--- config.mk ---
export PLATFORM = sky130hd
export DESIGN_NAME = psv_serial_mul
export DESIGN_NICKNAME = d
export VERILOG_FILES = /design/src/psv_pkg.sv /design/src/psv_serial_mul.sv
export SDC_FILE = /design/constraint.sdc
export NUM_CORES = 1
export LEC_CHECK = 0
export ABC_AREA = 1
export BUFFER_PORTS_ARGS = -buffer_cell sky130_fd_sc_hd__buf_2
export CAP_MARGIN = 20
export CORE_ASPECT_RATIO = 1.5
export CORE_MARGIN = 2
export CORE_UTILIZATION = 55
export DETAILED_ROUTE_END_ITERATION = 7
export PLACE_DENSITY = 0.89
export SLEW_MARGIN = 20
export SYNTH_ARGS = -nofsm -noshare
export SYNTH_HDL_FRONTEND = slang
export SYNTH_SLANG_ARGS = --single-unit
--- constraint.sdc ---
create_clock -name i_clk -period 4.3 [get_ports i_clk]
set_clock_uncertainty 0.15 [all_clocks]
set_input_delay 0.43 -clock i_clk [delete_from_list [all_inputs] [get_ports i_clk]]
set_output_delay 0.43 -clock i_clk [all_outputs]
set_load 0.05 [all_outputs]
--- src/psv_pkg.sv ---
`default_nettype none

package psv_pkg;

    localparam int SAMPLE_W   = 16;
    localparam int CMD_W      = 2;
    localparam int DRAW_W     = 16;
    localparam int COEF_W     = 16;
    localparam int INSTR_W    = 3;
    localparam int CFG_DATA_W = 12;
    localparam int CFG_IDX_W  = 1;
    localparam int SUM_W      = SAMPLE_W + 1;
    localparam int MAG_W      = 36;
    localparam int ACC_W      = MAG_W + 1;
    localparam int PROD_W     = MAG_W + COEF_W;

    localparam logic [CFG_DATA_W-1:0] CAP_RESET = CFG_DATA_W'(201);

    localparam logic [CMD_W-1:0] CMD_TICK  = 2'd0;
    localparam logic [CMD_W-1:0] CMD_LOAD  = 2'd1;
    localparam logic [CMD_W-1:0] CMD_CLEAR = 2'd2;

    localparam logic [CFG_IDX_W-1:0] REG_INSTRUMENT    = 1'b0;
    localparam logic [CFG_IDX_W-1:0] REG_LOOP_CAPACITY = 1'b1;

    localparam logic [INSTR_W-1:0] INSTR_GUITAR  = 3'd0;
    localparam logic [INSTR_W-1:0] INSTR_PIANO   = 3'd1;
    localparam logic [INSTR_W-1:0] INSTR_DRUM    = 3'd2;
    localparam logic [INSTR_W-1:0] INSTR_BELL    = 3'd3;
    localparam logic [INSTR_W-1:0] INSTR_SITAR   = 3'd4;
    localparam logic [INSTR_W-1:0] INSTR_KALIMBA = 3'd5;

    localparam logic [COEF_W-1:0] G_GUITAR  = 16'd65274;
    localparam logic [COEF_W-1:0] G_PIANO   = 16'd65339;
    localparam logic [COEF_W-1:0] G_DRUM    = 16'd64881;
    localparam logic [COEF_W-1:0] G_BELL    = 16'd65143;
    localparam logic [COEF_W-1:0] G_SITAR   = 16'd65208;
    localparam logic [COEF_W-1:0] G_KALIMBA = 16'd65405;
    localparam logic [COEF_W-1:0] AP_COEF   = 16'd52429;

    localparam logic [DRAW_W-1:0] TH_DRUM    = 16'd32768;
    localparam logic [DRAW_W-1:0] TH_SITAR   = 16'd328;
    localparam logic [DRAW_W-1:0] TH_KALIMBA = 16'd656;

    localparam int SHIFT_HALF = 16;
    localparam int SHIFT_FLIP = 17;
    localparam int SHIFT_BELL = 33;

    localparam int SAT_MAG_POS = 2 ** (SAMPLE_W - 1) - 1;
    localparam int SAT_MAG_NEG = 2 ** (SAMPLE_W - 1);

    typedef struct packed {
        logic              start;
        logic [MAG_W-1:0]  mag;
        logic [COEF_W-1:0] coef;
    } t_mul_req;

    typedef struct packed {
        logic              done;
        logic [PROD_W-1:0] prod;
    } t_mul_rsp;

endpackage

`default_nettype wire

--- src/psv_serial_mul.sv ---
`default_nettype none

module psv_serial_mul
    import psv_pkg::*;
(
    input  wire logic     i_clk,
    input  wire logic     i_rst_n,
    input  wire t_mul_req i_req,
    output t_mul_rsp      o_rsp
);

    localparam int CNT_W = $clog2(COEF_W);

    logic               r_busy;
    logic               r_done;
    logic [CNT_W-1:0]   r_cnt;
    logic [MAG_W-1:0]   r_hi;
    logic [COEF_W-1:0]  r_lo;
    logic [MAG_W-1:0]   r_mag;

    logic [MAG_W:0]     sum;
    logic [MAG_W-1:0]   n_hi;
    logic [COEF_W-1:0]  n_lo;

    // One multiplier bit per cycle: add the multiplicand, then shift the
    // partial product right into the low word.
    always_comb begin
        sum  = {1'b0, r_hi} + (r_lo[0] ? {1'b0, r_mag} : '0);
        n_hi = sum[MAG_W:1];
        n_lo = {sum[0], r_lo[COEF_W-1:1]};
    end

    always_ff @(posedge i_clk) begin
        if (!i_rst_n) begin
            r_busy <= 1'b0;
            r_done <= 1'b0;
            r_cnt  <= '0;
        end else begin
            r_done <= 1'b0;
            if (i_req.start) begin
                r_busy <= 1'b1;
                r_cnt  <= '0;
            end else if (r_busy) begin
                r_cnt <= r_cnt + 1'b1;
                if (r_cnt == CNT_W'(COEF_W - 1)) begin
                    r_busy <= 1'b0;
                    r_done <= 1'b1;
                end
            end
        end
    end

    always_ff @(posedge i_clk) begin
        if (i_req.start) begin
            r_hi  <= '0;
            r_lo  <= i_req.coef;
            r_mag <= i_req.mag;
        end else if (r_busy) begin
            r_hi <= n_hi;
            r_lo <= n_lo;
        end
    end

    assign o_rsp.done = r_done;
    assign o_rsp.prod = {r_hi, r_lo};

endmodule

`default_nettype wire
==> key figures, run 1 <==
Run status
  • Outcome: finished clean

Clock network
  • Hold Buf Count CTS: 0
  • CTS tree: yes
  • TritonCTS buffer count: 9
  • Worst skew pair latency: between 0.3 and 0.4 ns
  • Clock H-tree levels: 3
  • CTS root buf: clkbuf_16
  • Worst-path clk slew: around 0.070 ns
  • Cts repair resizes: 0
  • Clock sink total: 94
  • # Post-CTS Setup Buffers: 0
  • Clk buf depth: 2

Power
  • Pwr Density: roughly 370 mW/mm2
  • Leakage power: between 4 and 5 nW
  • VDD IR-drop max: approximately 0.25 mV

Worst setup path
  • Crit Path Max Fanout: 21
  • Worst Setup EP: r_hi[31]
  • R2R Path Start: r_lo[0]
  • Worst Setup End Kind: register
  • Levels on crit path: 14
  • Startpoint types: register
  • Cell Chain, Critical Path: buf_4, nand2_1, inv_1, ha_1, a21oi_1, inv_1, nor2_1, o21ai_0, a21oi_1, nand2_1, nand2_1, nand3_1, nand2_1, inv_1
  • CP most frequent cell: nand2_1
  • Critical Path Start: r_lo[0]
  • Worst Path Arrival: between 3 and 4 ns
  • Cell family with most CP delay: flip-flops
  • CP required: between 4 and 5 ns
  • Crit-path slowest cell: edfxtp_1
  • Crit path kind: reg -> reg
  • R2R setup slack: roughly 1.2 ns
  • Worst path max stage delay: roughly 0.82 ns
  • Crit path buf inv count: 4
  • Worst-case reg-to-reg path depth: 14
  • Reg-to-reg endpoint: r_hi[31]

Yosys
  • Avg Cell Area, Syn: about 6.9 um2
  • Synthesized area: between 0.006 and 0.007 mm2
  • Synth Net Count: about 980
  • Most frequent cell after synthesis: nand2_1
  • Most frequent cells after synthesis: nand2_1, inv_1, nor2_1
  • Synthesized instance count: a little under 900
  • Post-synth EDFFs: 52
  • FF+latch count, synth: 94
  • Area leader, netlist: edfxtp_1
  • Synth top area share: about 25%
  • Synth warnings: 0
  • Distinct cells, synth: 33
  • Post-synth top flop: edfxtp_1
  • Async SR Flop Fraction: 0%
  • Synth top area cells: edfxtp_1, nand2_1, dfxtp_1, inv_1, ha_1
  • Seq/Total Area, Yosys: between 30% and 40%

STA
  • RSZ-0062 raised after global routing: no
  • Sum of negative setup slack: 0 ns
  • Final setup viols: 0
  • Endpoints failing hold: 0
  • Min Tclk post-route: 3.05 ns
  • Crit share post-route: between 70% and 80%
  • Relative slew margins: 43.1%
  • Hold slack final: 0.0949 ns
  • Max-slew violations: 0
  • Worst slew pin tran: roughly 0.85 ns
  • F_max: between 300 and 400 MHz

Floorplanning
  • IO Count: around 110
  • Die area: between 0.01 and 0.015 mm2
  • Die height: 133 um
  • Initial Util: between 50% and 60%
  • FP Rows: 47
  • Die Width: 90.2 um
  • Core Area: 0.0109 mm2

Layout
  • Area grow syn2layout: 15.9%
  • # diodes: 0
  • Fillers: a little over 1000
  • Fin util: roughly 65%
  • Final net count: about 1100
  • Final Instance Count excl. Fillers: about 1100
  • Share of layout cells above drive strength 1: roughly 15%

Placement
  • Final HPWL DP: roughly 12000 um
  • Port Buffers: between 100 and 150
  • RePlAce Congestion: just under 1
  • Cell count after placement: roughly 1100

Route
  • Vias post-DR: 5833
  • Vias per cell: 5.13
  • Routed len/inst: around 14 um
  • Routed Wire Length: 15800 um
  • Initial DRC Count: 256
  • Post-DRT Antenna Nets: 0
  • DR DRC count: 0
  • First drt pass iteration count: 7

Hold path
  • Hold Path Class: in -> reg
  • Hold depth: 1

GRT
  • Largest net degree at the start of global routing: 72
  • Initial antenna violation count: 0
  • GRT Overall Usage: a little over a quarter
  • GRT overflow: 0
  • Global-route wire length before repair: 25500 um
  • Vias in the first global route: approximately 5700

Run
  • Max-Cap Viols: 0
==> how the worst min path moves through the flow <==
stage          slack, ns        end       from
2_1_floorplan       0.31   r_cnt[1]   r_cnt[1]
3_3_place_gp        0.32    r_hi[5]    r_hi[5]
3_5_place_dp        0.32    r_hi[5]    r_hi[5]
4_1_cts             0.09  r_mag[25]  i_req[41]
5_1_grt             0.09  r_mag[16]  i_req[32]
6_report            0.09   r_mag[8]  i_req[24]
==> routing by layer <==
| layer | up-vias | track usage [%] | routed length (um) |
|---|---|---|---|
| li1 | 2959 | - | - |
| met4 | 0 | 18.7 | 927 |
| met1 | 2634 | 27.1 | 6010 |
| met2 | 170 | 49.1 | 8270 |
| met5 | - | 0 | 0 |
| met3 | 70 | 3.73 | 608 |
==> state kept, by name, indices dropped and copies added, names as in the netlist <==
| name | cells |
|---|---|
| r_busy | 1 |
| r_cnt | 4 |
| r_done | 1 |
| r_hi | 36 |
| r_lo | 16 |
| r_mag | 36 |
==> final cells by class <==
class	instances	area [um2]	share of cell area, %
clock buffer	9	225	3.17
sequential	94	2400	33.8
timing repair buffer	110	558	7.85
tap	147	184	2.59
multi-input combinational	611	3040	42.7
inverter	160	601	8.45
clock inverter	7	103	1.44
==> through the flow <==
step | area, um2 | total power [mW] | setup slack, ns
3_5_place_dp | 6780 | 1.77 | 1.30
5_1_grt | 7110 | 2.76 | 0.906
2_1_floorplan | 6130 | 1.60 | 1.48
3_3_place_gp | 6780 | 1.76 | 1.34
4_1_cts | 7110 | 2.66 | 1.27
6_report | 7110 | 2.65 | 1.25
==> power by group <==
group	switching [mW]	internal, mW
clock network	0.372	0.518
registers	0.0519	1.03
logic	0.478	0.201
==> placed cells by master (no fill, tap or decap), types with 2 or more instances in the layout <==
cell type  netlist  layout
xnor2_1          5       5
buf_4            1       3
inv_1          160     160
nor2_1         102     102
or2_2            3       3
inv_8            0       2
o21ai_1          2       2
dfxtp_1         42      42
o21ai_0         28      28
xor2_1          10      10
nand2_2         12      12
ha_1            37      37
a21boi_0         4       4
a32o_1           3       3
bufinv_16        0       2
buf_2            3     107
clkbuf_16        0       9
nand3_1         47      47
nor3_1          10      10
o21bai_1         4       4
edfxtp_1        52      52
a21oi_1         41      41
nor2_2           4       4
nand3_2          5       5
nand2_1        285     285
==> logic make-up (layout without fill, tap and decap cells) <==
| logic type | count (synthesis) | in the layout | synth area share (%) |
|---|---|---|---|
| and+or+nand+nor | 471 | 471 | 31.6 |
| adders and majority gates | 38 | 38 | 7.88 |
| buffers and inverters | 179 | 286 | 11.3 |
| AOI/OAI and AO/OA | 87 | 87 | 7.90 |
| DFF | 94 | 94 | 39.2 |
| xor gates and xnor gates | 15 | 15 | 2.14 |
(Power assumes the default switching activity.)
==> inputs of run 2 (changes only) <==
Clock period 4.3 ns to 3.1 ns, I/O delays scaled along.
==> run 2 against run 1 <==
  * Critical path type unchanged
  * Worst setup slack got worse by 0.81 ns
  * Count of clock-buffer cells in the layout increased by 2
  * Via count increased by 3.9%
  * First-iteration DRC count increased by 61%
  * Critical endpoint is now r_hi[30]
  * Largest power group unchanged
  * Clock power increased by 28%
==> key figures, run 2 (synthesis results as in run 1) <==
Power
  • Power after layout: 3.64 mW (was 2.65 mW)
  • Clock share of power: 31.2% (was 33.6%)
  • Comb pwr share: 27.7% (was 25.6%)
  • Pwr Density: 487 mW/mm2 (was 373 mW/mm2)
  • Sw Ratio: 35.0% (was 34.0%)
  • Internal: 2.36 mW (was 1.75 mW)
  • Seq pwr share: 41.1% (was 40.8%)
  • VDD IR-drop max: 0.286 mV (was 0.245 mV)
  • Sw Pwr: 1.27 mW (was 0.903 mW)
  • Leakage power: 4.20 nW (was 4.05 nW)

Run
  • Max-Cap Viols: 0 (unchanged)

Hold path
  • Hold depth: 3 (was 1)
  • Hold Path Sink: r_busy (was r_mag[8])
  • Min-delay src: i_rst_n (was i_req[24])
  • Hold Path Class: in -> reg (unchanged)

STA
  • Final setup viols: 0 (unchanged)
  • RSZ-0062 raised after global routing: no (unchanged)
  • Endpoints failing hold: 0 (unchanged)
  • F_max: 376 MHz (was 328 MHz)
  • Sum of negative setup slack: 0 ns (unchanged)
  • Setup ws final: 0.439 ns (was 1.25 ns)
  • Worst slew pin tran: 0.703 ns (was 0.854 ns)
  • Max-slew violations: 0 (unchanged)
  • Relative slew margins: 53.0% (was 43.1%)
  • Crit share post-route: 85.8% (was 71.0%)
  • Min Tclk post-route: 2.66 ns (was 3.05 ns)
  • Hold slack final: 0.0447 ns (was 0.0949 ns)

Floorplanning
  • Die area: 0.0120 mm2 (unchanged)
  • Die Width: 90.2 um (unchanged)
  • Initial Util: 56.1% (unchanged)
  • Core Area: 0.0109 mm2 (unchanged)
  • IO Count: 108 (unchanged)
  • FP Rows: 47 (unchanged)
  • Die height: 133 um (unchanged)

Worst setup path
  • Crit path kind: reg -> reg (unchanged)
  • Worst-case reg-to-reg path depth: 14 (unchanged)
  • Worst Path Arrival: 2.77 ns (was 3.16 ns)
  • Reg-to-reg endpoint: r_hi[30] (was r_hi[31])
  • Cell family with most CP delay: simple AND/OR/NAND/NOR gates (was flip-flops)
  • Cell Chain, Critical Path: buf_12, nand2_1, inv_1, ha_1, nand2_1, nand3_2, a21oi_1, o21ai_2, nand2_1, nand2_1, nand2_1, nand3_1, nand2_1, inv_1 (was buf_4, nand2_1, inv_1, ha_1, a21oi_1, inv_1, nor2_1, o21ai_0, a21oi_1, nand2_1, nand2_1, nand3_1, nand2_1, inv_1)
  • R2R setup slack: 0.44 ns (was 1.25 ns)
  • Worst path max stage delay: 0.44 ns (was 0.82 ns)
  • Startpoint types: register (unchanged)
  • Worst Setup End Kind: register (unchanged)
  • R2R Path Start: r_lo[0] (unchanged)
  • Crit-path slowest cell: edfxtp_1 (unchanged)
  • Crit path buf inv count: 3 (was 4)
  • CP most frequent cell: nand2_1 (unchanged)
  • Crit Path Max Fanout: 36 (was 21)
  • Levels on crit path: 14 (unchanged)
  • CP required: 3.21 ns (was 4.41 ns)

Layout
  • Fillers: 930 (was 1006)
  • Area grow syn2layout: 21.7% (was 15.9%)
  • Share of layout cells above drive strength 1: 15.0% (was 15.3%)
  • Final Instance Count excl. Fillers: 1175 (was 1138)
  • # diodes: 0 (unchanged)
  • Most frequent cells in the layout: nand2_1, inv_1, buf_2 (unchanged)
  • Commonest non-fill, non-tap cell in the layout: nand2_1 (unchanged)
  • Fin util: 68.2% (was 65.0%)
  • Finished Cell Area: 0.00746 mm2 (was 0.00711 mm2)
  • Final net count: 1116 (was 1079)
  • Largest regs: r_hi x36, r_mag x36, r_lo x16 (unchanged)

Route
  • Routed len/inst: 14.0 um (was 13.9 um)
  • Vias post-DR: 6063 (was 5833)
  • DR DRC count: 0 (unchanged)
  • Post-DRT Antenna Nets: 0 (unchanged)
  • Vias per cell: 5.16 (was 5.13)
  • Initial DRC Count: 412 (was 256)
  • First drt pass iteration count: 7 (unchanged)
  • Routed Wire Length: 16500 um (was 15800 um)

Clock network
  • Clock sink total: 94 (unchanged)
  • Worst skew pair latency: 0.35 ns (about the same)
  • Clk buf depth: 2 (unchanged)
  • # Post-CTS Setup Buffers: 0 (unchanged)
  • Clock H-tree levels: 3 (unchanged)
  • TritonCTS buffer count: 9 (unchanged)
  • Hold Buf Count CTS: 36 (was 0)
  • CTS root buf: clkbuf_16 (unchanged)
  • CTS tree: yes (unchanged)
  • Worst-path clk slew: 0.07 ns (about the same)
  • Cts repair resizes: 0 (unchanged)

GRT
  • Initial antenna violation count: 0 (unchanged)
  • Largest net degree at the start of global routing: 53 (was 72)
  • Vias in the first global route: 6101 (was 5730)
  • GRT overflow: 0 (unchanged)
  • GRT Overall Usage: 28.0% (was 26.5%)
  • Global-route wire length before repair: 27100 um (was 25500 um)

Placement
  • Port Buffers: 107 (unchanged)
  • RePlAce Congestion: 0.987 (was 0.984)
  • Final HPWL DP: 12200 um (was 12000 um)
  • Cell count after placement: 1123 (was 1122)
  • DP Area: 0.00680 mm2 (was 0.00678 mm2)
  • Pre-CTS setup slack: 0.516 ns (was 1.30 ns)

Run status
  • Outcome: finished clean (unchanged)
-- run 2: power by group through the flow --
stage               Sequential (mW)  Clock, mW  Combinational (mW)
finish                         1.50       1.14                1.01
global route                   1.51       1.20                1.10
CTS                            1.49       1.15               0.997
detailed placement             1.52          0               0.954
global placement               1.52          0               0.941
floorplan                      1.73          0               0.491
-- run 2: per-layer routing --
layer / part of all wire, % / vias to the layer above / track usage, %
li1: - / 3034 / -
met1: 36 / 2746 / 28.5
met2: 53 / 210 / 52.8
met3: 4.2 / 73 / 4.07
met4: 6.0 / 0 / 18.2
met5: 0 / - / 0
-- run 2: worst max-delay path by stage --
stage | from | endpoint | slack, ns
global placement | r_lo[0] | r_hi[23] | 0.57
global route | r_lo[0] | r_hi[26] | 0.28
finish | r_lo[0] | r_hi[30] | 0.44
CTS | r_lo[0] | r_hi[27] | 0.51
detailed placement | r_lo[0] | r_hi[27] | 0.52
floorplan | r_lo[0] | r_hi[27] | 0.28
-- run 2: layout make-up --
class | instances | area [um2] | share of cell area, %
flip-flops and latches | 94 | 2400 | 32.2
multi-input cells | 611 | 3040 | 40.7
inverters | 160 | 601 | 8.05
repair buffers | 147 | 938 | 12.6
well taps | 147 | 184 | 2.46
clock buffers | 11 | 258 | 3.45
clock inverters | 5 | 46.3 | 0.620
-- run 2: tightest hold or removal path: stages --
cell,delay (ns)
buf_2,0.10
inv_1,0.06
a21oi_1,0.04
